### config.mk
export PLATFORM = sky130hd
export DESIGN_NAME = swrms_front
export DESIGN_NICKNAME = d
export VERILOG_FILES = /design/src/swrms_pkg.sv /design/src/swrms_front.sv
export SDC_FILE = /design/constraint.sdc
export NUM_CORES = 1
export LEC_CHECK = 0
export BUFFER_PORTS_ARGS = -buffer_cell sky130_fd_sc_hd__buf_2
export CORE_AREA = 4 4 146 148
export DETAILED_ROUTE_END_ITERATION = 6
export DIE_AREA = 0 0 150 152
export MAX_ROUTING_LAYER = met4
export PLACE_DENSITY = 0.62
export SLEW_MARGIN = 20
export SYNTH_ARGS = -nofsm -noshare
export SYNTH_HDL_FRONTEND = slang
export SYNTH_SLANG_ARGS = --single-unit
### constraint.sdc
create_clock -name vclk -period 10.9
set_clock_uncertainty 0.1 [all_clocks]
set_input_delay 2.18 -clock vclk [all_inputs]
set_output_delay 2.18 -clock vclk [all_outputs]
set_load 0.005 [all_outputs]
### src/swrms_pkg.sv
`timescale 1ns / 1ps
// ----------------------------------------------------------------------------
// swrms_pkg
// Shared types, widths and codes for the three-channel sliding-window RMS.
// ----------------------------------------------------------------------------
package swrms_pkg;

    // Store and channel geometry
    localparam int WINDOW_DEPTH = 256;
    localparam int SAMPLE_BITS  = 16;
    localparam int CHANNELS     = 3;

    localparam int POS_W   = $clog2(WINDOW_DEPTH);
    localparam int SQ_W    = 2 * SAMPLE_BITS - 1;
    localparam int SUM_W   = SQ_W + POS_W;
    localparam int ROOT_W  = (SUM_W + 1) / 2;
    localparam int WORK_W  = 2 * ROOT_W;
    localparam int REM_W   = ROOT_W + 3;
    localparam int STEP_W  = $clog2(SUM_W + 1);
    localparam int MAG_W   = SAMPLE_BITS + 1;
    localparam int ROW_W   = CHANNELS * SQ_W;

    // Fixed field widths
    localparam int CH_W       = 2;
    localparam int RMS_W      = 16;
    localparam int LEN_W      = 9;
    localparam int WARM_W     = 10;
    localparam int COUNT_W    = 11;
    localparam int CFG_DATA_W = 10;
    localparam int CFG_IDX_W  = 1;

    localparam logic [COUNT_W-1:0] COUNT_MAX = '1;

    // Command queue between front and back
    localparam int QUEUE_DEPTH = 4;
    localparam int Q_PTR_W     = $clog2(QUEUE_DEPTH);
    localparam int Q_CNT_W     = $clog2(QUEUE_DEPTH + 1);

    // Request codes
    localparam logic REQ_SAMPLE = 1'b0;
    localparam logic REQ_CLEAR  = 1'b1;

    // Register indexes
    localparam logic [CFG_IDX_W-1:0] CFG_WINDOW_LENGTH = 1'b0;
    localparam logic [CFG_IDX_W-1:0] CFG_WARMUP_EXTRA  = 1'b1;

    typedef struct packed {
        logic                          req_type;
        logic [CH_W-1:0]               channel;
        logic signed [SAMPLE_BITS-1:0] sample;
    } in_t;

    typedef struct packed {
        logic [RMS_W-1:0] rms_value;
        logic [CH_W-1:0]  channel_out;
    } out_t;

    // Classified work for the back end
    typedef struct packed {
        logic            is_clear;
        logic [CH_W-1:0] ch;
        logic [SQ_W-1:0] sq;
    } cmd_t;

    // Effective configuration (window length already limited)
    typedef struct packed {
        logic [LEN_W-1:0]  len;
        logic [WARM_W-1:0] warmup;
    } cfg_t;

    typedef struct packed {
        logic booting;
    } back_status_t;

endpackage

### src/swrms_front.sv
`timescale 1ns / 1ps
// ----------------------------------------------------------------------------
// swrms_front
// Accepts input transactions, classifies them and squares the sample.
// ----------------------------------------------------------------------------
module swrms_front
    import swrms_pkg::*;
(
    input  in_t          item,
    input  logic         push,
    output logic         full,
    input  back_status_t status,
    input  logic         q_full,
    output logic         q_push,
    output cmd_t         q_cmd
);

    logic [MAG_W-1:0]   mag;
    logic [2*MAG_W-1:0] sq_full;

    // Hold off while the queue is full or the store is still being cleared after reset
    assign full   = q_full | status.booting;
    assign q_push = push & ~full;

    // Magnitude of the two's complement sample; most negative maps to 2^(N-1)
    always_comb
    begin
        if (item.sample[SAMPLE_BITS-1])
        begin
            mag = {1'b0, ~item.sample} + MAG_W'(1);
        end
        else
        begin
            mag = {1'b0, item.sample};
        end
    end

    assign sq_full = mag * mag;

    // Classified command; out-of-range channels fold onto the last one
    always_comb
    begin
        q_cmd.is_clear = (item.req_type == REQ_CLEAR);
        q_cmd.sq       = sq_full[SQ_W-1:0];
        if (int'(item.channel) >= CHANNELS)
        begin
            q_cmd.ch = CH_W'(CHANNELS - 1);
        end
        else
        begin
            q_cmd.ch = item.channel;
        end
    end

endmodule

==> summary.md <==
| Metric | Value |
|---|---|
| DRC | `0` |
| Worst setup EP type | `primary output` |
| RSZ-0062 raised after global routing | `yes` |
| Outcome | `complete, but fails checks` |
| Sequential cell area | `0 sq um` |
| Routed via count | `roughly 6200` |
| Violated checks | `negative setup slack` |
| TritonRoute pass-1 iters | `4` |
| Largest net degree at the start of global routing | `14` |
| Core box area | `0.0200 sq mm` |
| Crit share post-route | `105%` |
| Cell variety after synth | `46` |
| Vias/cell | `4.42` |
| Cts hold-fix bufs | `0` |
| Number of antenna-violating nets in the routed design | `0` |
| Commonest non-fill, non-tap cell in the layout | `inv_1` |
| Chip Width | `150 microns` |
| DIE AREA | `0.0228 sq mm` |
| Vias in the first global route | `just under 7000` |
| Placement Setup Slack | `-823 ps` |
| DR iter-0 viols | `213` |
| Routed WL | `around 18000 microns` |
| Initial antenna violation count | `0` |
| Final setup fails | `12` |
| Crit path largest cell delay | `between 500 and 600 ps` |
| Hold_sp | `item[18]` |
| # rows | `52` |
| Final HPWL DP | `around 17000 microns` |
| Startpoint Class | `input pin` |
| Post-synthesis sequential area ratio | `0%` |
| PortBufs | `55` |
| Final hold viol count | `0` |
| Clkbuf count | `0` |
| Area delta synth->final | `26.5%` |
| Chip Height | `roughly 150 microns` |
| GRT Overall Usage | `between 10% and 20%` |
| Maxcap violations | `0` |
| CP required | `8620 ps` |
| Slack of the critical path | `-581 ps` |
| Synth Warn # | `0` |
| Hold worst-path end | `q_cmd[33]` |
| Fill count | `between 2000 and 2500` |
| WP buf/inv | `8` |
| Hold path cells | `0` |
| Most frequent cells in the layout | `inv_1 (282), fa_1 (188), buf_4 (141), nand2_1 (92), ha_1 (85)` |
| Top-Level Pins | `between 50 and 60` |
| Worst path slowest cell | `or4_4` |
| Top delay family on crit path | `adder cells` |
| Crit path DAT | `around 9000 ps` |
| Synth Instances | `approximately 920` |
| Initial Util | `approximately two fifths` |
| Fin crit period | `about 11000 ps` |
| Routability cong. | `between 0.8 and 0.9` |
| Avg Cell Area, Syn | `8.63 sq um` |
| WS Path Type | `input pin to primary output` |
| Fmax | `87.1 MHz` |
| Nets | `between 1000 and 1500` |
| Hold Path Class | `input pin to primary output` |
| First-pass GRT wire length | `32500 microns` |
| Non-Filler Instances | `1401` |
| FF+latch count | `0` |
| Layout cells sized above 1 | `a little under a quarter` |
| ANT cells | `0` |
| CP most frequent cell | `fa_1` |
| WL/cell | `~13 microns` |
| Dpl cells | `between 1000 and 1500` |
| Pins Over Slew Limit | `0` |
| Mapped Area | `around 0.008 sq mm` |
| Total grt overflow | `0` |
| Crit Path Max Fanout | `6` |
-- timing repair --
item                       4_1_cts  5_1_grt
pin swaps                       33        7
cloned                           0        0
buffers inserted                12        2
hold endpoints to repair         0        0
resized for setup               42       15
setup endpoints to repair       16       16
-- layer usage --
metal / vias to the layer above / global-route usage, % / share of wire (%)
met5: - / - / 0
met4: 0 / 0.436 / 0.19
met3: 4 / 0.834 / 2.6
met2: 67 / 31.1 / 52
met1: 3050 / 23.6 / 45
li1: 3070 / - / -
-- cell usage after synthesis (all sizes together) (2+ instances only) --
library cell | n | area [sq um]
a21oi | 19 | 95.1
o21bai | 4 | 30.0
clkbuf | 17 | 63.8
conb | 2 | 7.51
xnor2 | 32 | 280
o211ai | 3 | 22.5
fa | 190 | 3800
o31ai | 6 | 45.0
o41ai | 2 | 17.5
o21a | 5 | 37.5
nor2b | 3 | 18.8
nor2 | 58 | 235
o21ai | 20 | 100
ha | 93 | 1160
clkinv | 3 | 11.3
nor3 | 5 | 25.0
inv | 293 | 1100
or2 | 2 | 12.5
nand3 | 9 | 45.0
xor2 | 16 | 140
a21o | 8 | 60.1
nand2b | 7 | 43.8
a211oi | 4 | 30.0
and3 | 2 | 12.5
or4 | 4 | 37.5
buf | 4 | 27.5
nand2 | 95 | 359
-- cell families after synthesis --
family / Yosys count / share of synthesized area, %
AO/OA/AOI/OAI: 78 / 6.25
XOR/XNOR: 48 / 5.30
adder cells (fa/ha/maj): 283 / 62.6
buffers and inverters: 317 / 15.2
other: 2 / 0.0947
AND/OR/NAND/NOR: 191 / 10.6
-- worst max path at each step --
stage                     slack, ps         to  startpoint  cells past startpoint
after floorplan                -300  q_cmd[29]     item[3]                     27
after global placement         -730  q_cmd[29]     item[3]                     27
after detailed placement       -820  q_cmd[29]     item[3]                     27
after CTS                      -530  q_cmd[27]     item[3]                     28
after global routing           -880  q_cmd[29]     item[3]                     27
final                          -580  q_cmd[27]     item[3]                     28
-- metrics by stage --
stage	hold slack, ps	TNS, ps	cell area [sq um]	util (%)
after floorplan	4290	-1320	8150	-
after global placement	4260	-7760	9660	48.2
after detailed placement	4260	-9180	9660	48.2
after CTS	4260	-4340	9920	49.5
after global routing	4260	-8980	10000	50.1
final	4260	-4690	10000	50.1
-- layout make-up --
| class | count | area, sq um | share of cell area (%) |
|---|---|---|---|
| Inverter | 296 | 1110 | 11.1 |
| Multi-Input combinational cell | 634 | 7180 | 71.5 |
| Tap cell | 270 | 338 | 3.37 |
| Timing Repair Buffer | 201 | 1410 | 14.0 |
Power is left out: the tool's default activity adds up to more than one toggle a clock period on the data nets, which glitch-free logic cannot reach.
