<file path="src/swrms_pkg.sv">
`timescale 1ns / 1ps
// ----------------------------------------------------------------------------
// swrms_pkg
// Shared types, widths and codes for the three-channel sliding-window RMS.
// ----------------------------------------------------------------------------
package swrms_pkg;

    // Store and channel geometry
    localparam int WINDOW_DEPTH = 256;
    localparam int SAMPLE_BITS  = 16;
    localparam int CHANNELS     = 3;

    localparam int POS_W   = $clog2(WINDOW_DEPTH);
    localparam int SQ_W    = 2 * SAMPLE_BITS - 1;
    localparam int SUM_W   = SQ_W + POS_W;
    localparam int ROOT_W  = (SUM_W + 1) / 2;
    localparam int WORK_W  = 2 * ROOT_W;
    localparam int REM_W   = ROOT_W + 3;
    localparam int STEP_W  = $clog2(SUM_W + 1);
    localparam int MAG_W   = SAMPLE_BITS + 1;
    localparam int ROW_W   = CHANNELS * SQ_W;

    // Fixed field widths
    localparam int CH_W       = 2;
    localparam int RMS_W      = 16;
    localparam int LEN_W      = 9;
    localparam int WARM_W     = 10;
    localparam int COUNT_W    = 11;
    localparam int CFG_DATA_W = 10;
    localparam int CFG_IDX_W  = 1;

    localparam logic [COUNT_W-1:0] COUNT_MAX = '1;

    // Command queue between front and back
    localparam int QUEUE_DEPTH = 4;
    localparam int Q_PTR_W     = $clog2(QUEUE_DEPTH);
    localparam int Q_CNT_W     = $clog2(QUEUE_DEPTH + 1);

    // Request codes
    localparam logic REQ_SAMPLE = 1'b0;
    localparam logic REQ_CLEAR  = 1'b1;

    // Register indexes
    localparam logic [CFG_IDX_W-1:0] CFG_WINDOW_LENGTH = 1'b0;
    localparam logic [CFG_IDX_W-1:0] CFG_WARMUP_EXTRA  = 1'b1;

    typedef struct packed {
        logic                          req_type;
        logic [CH_W-1:0]               channel;
        logic signed [SAMPLE_BITS-1:0] sample;
    } in_t;

    typedef struct packed {
        logic [RMS_W-1:0] rms_value;
        logic [CH_W-1:0]  channel_out;
    } out_t;

    // Classified work for the back end
    typedef struct packed {
        logic            is_clear;
        logic [CH_W-1:0] ch;
        logic [SQ_W-1:0] sq;
    } cmd_t;

    // Effective configuration (window length already limited)
    typedef struct packed {
        logic [LEN_W-1:0]  len;
        logic [WARM_W-1:0] warmup;
    } cfg_t;

    typedef struct packed {
        logic booting;
    } back_status_t;

endpackage

</file>
<file path="src/swrms_fifo.sv">
`timescale 1ns / 1ps
// ----------------------------------------------------------------------------
// swrms_fifo
// Short command queue that decouples the front end from the back end.
// ----------------------------------------------------------------------------
module swrms_fifo
    import swrms_pkg::*;
(
    input  logic clk,
    input  logic rst_n,
    input  logic push,
    input  cmd_t wdata,
    output logic full,
    input  logic pop,
    output cmd_t head,
    output logic empty
);

    cmd_t               store [QUEUE_DEPTH];
    logic [Q_PTR_W-1:0] wr_ptr_reg, wr_ptr_next;
    logic [Q_PTR_W-1:0] rd_ptr_reg, rd_ptr_next;
    logic [Q_CNT_W-1:0] count_reg, count_next;

    assign full  = (count_reg == Q_CNT_W'(QUEUE_DEPTH));
    assign empty = (count_reg == '0);
    assign head  = store[rd_ptr_reg];

    // Pointer and fill level
    always_comb
    begin
        wr_ptr_next = wr_ptr_reg;
        rd_ptr_next = rd_ptr_reg;
        count_next  = count_reg;
        if (push)
        begin
            wr_ptr_next = (wr_ptr_reg == Q_PTR_W'(QUEUE_DEPTH - 1)) ? '0 : wr_ptr_reg + 1'b1;
        end
        if (pop)
        begin
            rd_ptr_next = (rd_ptr_reg == Q_PTR_W'(QUEUE_DEPTH - 1)) ? '0 : rd_ptr_reg + 1'b1;
        end
        if (push && !pop)
        begin
            count_next = count_reg + 1'b1;
        end
        else if (pop && !push)
        begin
            count_next = count_reg - 1'b1;
        end
    end

    always_ff @(posedge clk or negedge rst_n)
    begin
        if (!rst_n)
        begin
            wr_ptr_reg <= '0;
            rd_ptr_reg <= '0;
            count_reg  <= '0;
        end
        else
        begin
            wr_ptr_reg <= wr_ptr_next;
            rd_ptr_reg <= rd_ptr_next;
            count_reg  <= count_next;
        end
    end

    // Entry storage, no reset
    always_ff @(posedge clk)
    begin
        if (push)
        begin
            store[wr_ptr_reg] <= wdata;
        end
    end

endmodule

</file>
<file path="config.mk">
export PLATFORM = sky130hd
export DESIGN_NAME = swrms_fifo
export DESIGN_NICKNAME = d
export VERILOG_FILES = /design/src/swrms_pkg.sv /design/src/swrms_fifo.sv
export SDC_FILE = /design/constraint.sdc
export NUM_CORES = 1
export LEC_CHECK = 0
export BUFFER_PORTS_ARGS = -buffer_cell sky130_fd_sc_hd__buf_2
export CAP_MARGIN = 20
export CORE_ASPECT_RATIO = 0.9
export CORE_MARGIN = 2
export CORE_UTILIZATION = 54
export CTS_BUF_LIST = sky130_fd_sc_hd__clkbuf_8
export CTS_CLUSTER_SIZE = 20
export DETAILED_ROUTE_END_ITERATION = 16
export PLACE_DENSITY = 0.76
export SLEW_MARGIN = 15
export SYNTH_ARGS = -nofsm -noshare
export SYNTH_HDL_FRONTEND = slang
export SYNTH_SLANG_ARGS = --single-unit
</file>
<file path="constraint.sdc">
create_clock -name clk -period 2.24 [get_ports clk]
set_clock_uncertainty 0.05 [all_clocks]
set_input_delay 0.336 -clock clk [delete_from_list [all_inputs] [get_ports clk]]
set_output_delay 0.336 -clock clk [all_outputs]
set_load 0.01 [all_outputs]
</file>
==> results of run 1 <==
-- metal layers --
metal | vias up | track usage (%)
li1 | 1096 | -
met2 | 69 | 27.3
met4 | 2 | 6.02
met1 | 1276 | 22.4
met5 | - | 0
met3 | 13 | 7.41
-- cells in the final DEF, fill, tap and decap left out, types with 4 or more instances in the layout --
cell	count
buf_2	63
inv_1	4
buf_12	8
edfxtp_1	136
mux4_1	6
dfrtp_1	5
clkbuf_8	17
clkinvlp_4	6
ha_1	6
and2_2	4
mux4_2	28
buf_6	10
-- path summary, 6_finish.rpt --
| kind | from | endpoint | cells after the start | slack, ns |
|---|---|---|---|---|
| setup / recovery | rd_ptr_reg[0] | head[4] | 3 | 0.07 |
| hold / removal | wdata[14] | store[2][14] | 1 | 0.07 |
| setup reg to reg | rd_ptr_reg[0] | rd_ptr_reg[1] | 4 | 0.67 |
| hold reg to reg | count_reg[2] | count_reg[2] | 1 | 0.45 |
| max in group asynchronous | rst_n | rd_ptr_reg[0] | 2 | 1.74 |
| min in group asynchronous | rst_n | wr_ptr_reg[1] | 2 | 0.22 |
-- Yosys cell counts (all sizes together) --
cell      n  area [um2]
nor2      3        11.3
mux4     34         788
fa        1        20.0
mux2      3        33.8
ha        6        75.1
edfxtp  136        4080
xnor2     1        8.76
dfrtp     7         175
nor3b     1        7.51
and2      4        25.0
o21ai     2        10.0
xor2      2        17.5
nor3      1        5.00
inv       4        15.0
buf       8        91.3
nand2     2        7.51
-- what timing repair did --
item,in CTS,in global routing
setup endpoints to repair,26,20
endpoints found under the hold margin,7,0
hold buffers,1,0
setup buffers,1,2
gates resized for setup,1,11
pin swaps,0,0
-- final cells by class --
type	instances	area share (%)
clock buffer	17	3.61
clock inverter	14	2.59
inverter	4	0.232
multi-input combinational	60	15.7
sequential	143	65.9
tap	126	2.43
timing repair buffer	85	9.58
-- cells by family (layout without fill, tap and decap cells) --
| group | count (synthesis) | in the layout | synth area share [%] |
|---|---|---|---|
| fa+ha+maj | 7 | 7 | 1.77 |
| buf+inv | 12 | 120 | 1.98 |
| compound gates | 2 | 2 | 0.186 |
| mux | 37 | 37 | 15.3 |
| flops | 143 | 143 | 79.2 |
| simple gates | 11 | 11 | 1.05 |
| xor+xnor | 3 | 3 | 0.489 |
-- worst max-delay path, stage by stage (launching register included) --
cell and delay, ns:
dfrtp_4 0.49, buf_12 0.19, mux4_2 0.54, buf_6 0.14
-- report_power, final --
group          leakage (nW)  total, mW  internal [mW]  switching [mW]
clock                 0.186       2.02           1.09           0.928
sequential             1.33       3.65           3.45           0.205
combinational         0.761       2.50           1.35            1.14
total                  2.28       8.17           5.89            2.27
==> metrics.cfg, run 1 <==
[status]
outcome = finished clean

[clock_network]
clock_sinks = 143
clock_latency_ns = 0.43
numCtsBuffers = 17
cts_buffer_depth = 2
cts_root_buf = clkbuf_8
h-tree-depth = 4
cts_tree = built
clk_pin_slew_ns = 0.08

[routing]
wl_met2_um = 4370
vias = 2456
drt_iter0_markers = 149
vias_per_cell = 5.47
wl_per_cell_um = 19.1
maxUsedRoutingLayer = met5
firstDrtPassIters = 4
routed_wl_um = 8580
drc = 0
wl_met3_um = 545
wl_met1_um = 3560
final_antenna_net_count = 0

[timing]
slew_violations = 0
hold_slack_ns = 0.0675
clock.fmax_ghz = 0.461
fin_crit_sh_pct = 96.8
min_period_ns = 2.17
finalHoldViolations = 0
setup_viol = 0
grt_setup_unrepaired = true
setup_slack_ns = 0.0710
tightestPinTransition_ns = 0.228
tns_ns = 0
timing.slew.headroom_pct = 84.8

[grt]
grt_pass1_vias = 2534
grt_max_degree = 35
overflow = 0
grt_usage_pct = 17.5
grt_pass1_wl_um = 13300
antenna_found_initial = 1

[place]
gp_congestion = 0.716
io_buffers = 73
dp_cells = 414
dpl_worst_slack_ns = 0.350
place_hpwl_um = 5210
place_area_um2 = 5960

[layout]
final_layout_size_suffix_gt1_share_pct = 47.1
num-nets-final = 356
post-route-util_pct = 67.1
fillers = 611
stdcell_area_um2 = 6480
areaGrowthSynthToFinish_pct = 20.5
multi_input_area_um2 = 1010
antenna_cells = 0
ff_latch_area_um2 = 4270
fin_cells = 449
largest_register_ffs = 136

[power]
power_density_nw_per_um2 = 1260
ir_drop_mv = 0.760
leakage_nw = 2.28
totalPowerFinal_mw = 8.17

[synthesis]
synth_warnings = 0
syn_avg_cell_area_um2 = 25.0
ys_types = 19
synth-seq-area-share_pct = 79.2
syn_area_um2 = 5380
synth-seq-cells = 143
synthesis.nets = 260
syn-instance-count = 215

[critical_path]
critical_path_required_ns = 1.85
worstSetupEndpointType = output pin
setup.worst_path.class = reg -> out
worst_setup_path_start_kind = flip-flop
cp.arrival_ns = 1.78
cp_max_fo = 15

[job]
maxCapViolations = 0

[floorplan]
start_util_pct = 55.7
rows = 34
die_x_um = 109
dieHeight_um = 98.7
io_pins = 74
core-area_um2 = 9660
die-area_um2 = 10800

[hold_path]
min_path_type = in -> reg

No activity file was read; power rests on OpenSTA's default activity.
==> run 2, diff against run 1 <==
--- a/config.mk
+++ b/config.mk
@@ -7,7 +7,6 @@
 export LEC_CHECK = 0
 export BUFFER_PORTS_ARGS = -buffer_cell sky130_fd_sc_hd__buf_2
 export CAP_MARGIN = 20
-export CORE_ASPECT_RATIO = 0.9
 export CORE_MARGIN = 2
 export CORE_UTILIZATION = 54
 export CTS_BUF_LIST = sky130_fd_sc_hd__clkbuf_8
==> run 2 against run 1 <==
  * Non-clock buffer count is the same
  * Clock power shrank 12%
  * Sequential share of layout area rose by 0.81 points
  * Combinational power down 4%
  * Wire length is 2.4% higher
  * Register-to-register slack worse by 0.09 ns
  * Sequential cell count unchanged
  * Worst hold slack gained 0.013 ns
  * Critical path type unchanged
  * Critical endpoint is now head[6]
  * Highest routed layer is now met4
==> metrics.cfg, run 2 (synthesis results as in run 1) <==
[grt]
grt_usage_pct = 18.0
grt_max_degree = 24
overflow = 0
antenna_found_initial = 0
grt_pass1_wl_um = 14000
grt_pass1_vias = 2599

[routing]
drt_iter0_markers = 166
drc = 0
routed_wl_um = 8790
final_antenna_net_count = 0
vias = 2445
firstDrtPassIters = 4
wl_per_cell_um = 19.3
vias_per_cell = 5.36

[timing]
slew_violations = 0
setup_viol = 0
hold_slack_ns = 0.0801
grt_setup_unrepaired = true
min_period_ns = 2.18
finalHoldViolations = 0
fin_crit_sh_pct = 97.5
clock.fmax_ghz = 0.458
tightestPinTransition_ns = 0.419
setup_slack_ns = 0.0569
timing.slew.headroom_pct = 72.1

[critical_path]
setup.worst_path.class = reg -> out
slowest_stage = mux4_2
worstSetupEndpointType = output pin
critical_path_required_ns = 1.85
worst_setup_path_start_kind = flip-flop
worstPathCellList = buf_12 > mux4_2 > buf_6
cp_max_fo = 15
critPathBufInv = 2
cpLargestDelayFamily = multiplexers
slowest_delay_ns = 0.55
cp.arrival_ns = 1.80

[place]
gp_congestion = 0.695
dpl_worst_slack_ns = 0.342
io_buffers = 73
place_hpwl_um = 5560

[layout]
num-nets-final = 356
antenna_cells = 0
final_layout_size_suffix_gt1_share_pct = 44.9
largest_register_ffs = 136
final_cell_mix = 136 x edfxtp_1, 66 x buf_2, 28 x mux4_2
areaGrowthSynthToFinish_pct = 19.0
final_common_cell = edfxtp_1

[floorplan]
die-area_um2 = 10800
start_util_pct = 55.2
die_x_um = 104
dieHeight_um = 104
rows = 36
io_pins = 74
core-area_um2 = 9730

[power]
power_density_nw_per_um2 = 1230
ir_drop_mv = 0.537
leakage_nw = 2.28

[job]
maxCapViolations = 0

[clock_network]
clock_latency_ns = 0.41
cts_buffer_depth = 2
clock_sinks = 143
clk_pin_slew_ns = 0.07
numCtsBuffers = 17
cts_root_buf = clkbuf_8
cts_tree = built
h-tree-depth = 4

[hold_path]
min_path_type = in -> reg

[status]
outcome = finished clean

-- run 2: what timing repair did --
item	in CTS	in global routing
setup endpoints to repair	28	23
buffers inserted	2	1
endpoints found under the hold margin	7	0
gates resized for setup	2	7
hold buffers	1	0
-- run 2: final timing paths --
kind / to / startpoint / depth (start not counted) / slack, ns
max in group asynchronous: rd_ptr_reg[0] / rst_n / 2 / 1.72
setup / recovery: head[6] / rd_ptr_reg[0] / 3 / 0.06
hold / removal: store[2][6] / wdata[6] / 1 / 0.08
min in group asynchronous: count_reg[1] / rst_n / 2 / 0.23
setup reg to reg: store[0][20] / wr_ptr_reg[0] / 4 / 0.58
hold reg to reg: count_reg[2] / count_reg[2] / 1 / 0.45
-- run 2: worst reg2reg max path: cells and delay by family (launching register included) --
kind / cells / cell delay (ns)
adder cells (fa/ha/maj): 1 / 0.14
buffers and inverters: 2 / 0.36
flip-flops: 1 / 0.41
AND/OR/NAND/NOR: 1 / 0.39
-- run 2: report_power, final --
part           internal, mW  total, mW  switching, mW
sequential             3.45       3.68          0.234
combinational          1.30       2.41           1.12
clock                 0.943       1.77          0.829
total                  5.69       7.87           2.18
-- run 2: metrics by stage --
stage | cells | power [mW] | utilization, % | instance area [um2] | TNS (ns)
final | 456 | 7.87 | 65.8 | 6400 | 0
after CTS | 455 | 7.85 | 65.2 | 6350 | 0
after global placement | 421 | 5.97 | 61.2 | 5960 | 0
after global routing | 456 | 8.29 | 65.8 | 6400 | -0.161
after detailed placement | 421 | 6.03 | 61.2 | 5960 | 0
after floorplan | 215 | 5.21 | - | 5380 | 0
-- run 2: layout make-up --
cell class	instances	area (um2)
sequential	143	4270
fill	658	3330
multi-input combinational	60	1010
timing repair buffer	85	589
clock buffer	17	234
tap	133	166
clock inverter	14	111
inverter	4	15.0
-- run 2: per-layer routing --
metal  track usage [%]  wire length [um]  part of all wire (%)  vias to the layer above
li1                  -                 -                     -                     1096
met2              28.5              4450                    51                       74
met3              6.42               496                   5.6                        7
met5                 0                 0                     0                        -
met1              23.5              3770                    43                     1268
met4              6.08                75                  0.85                        0
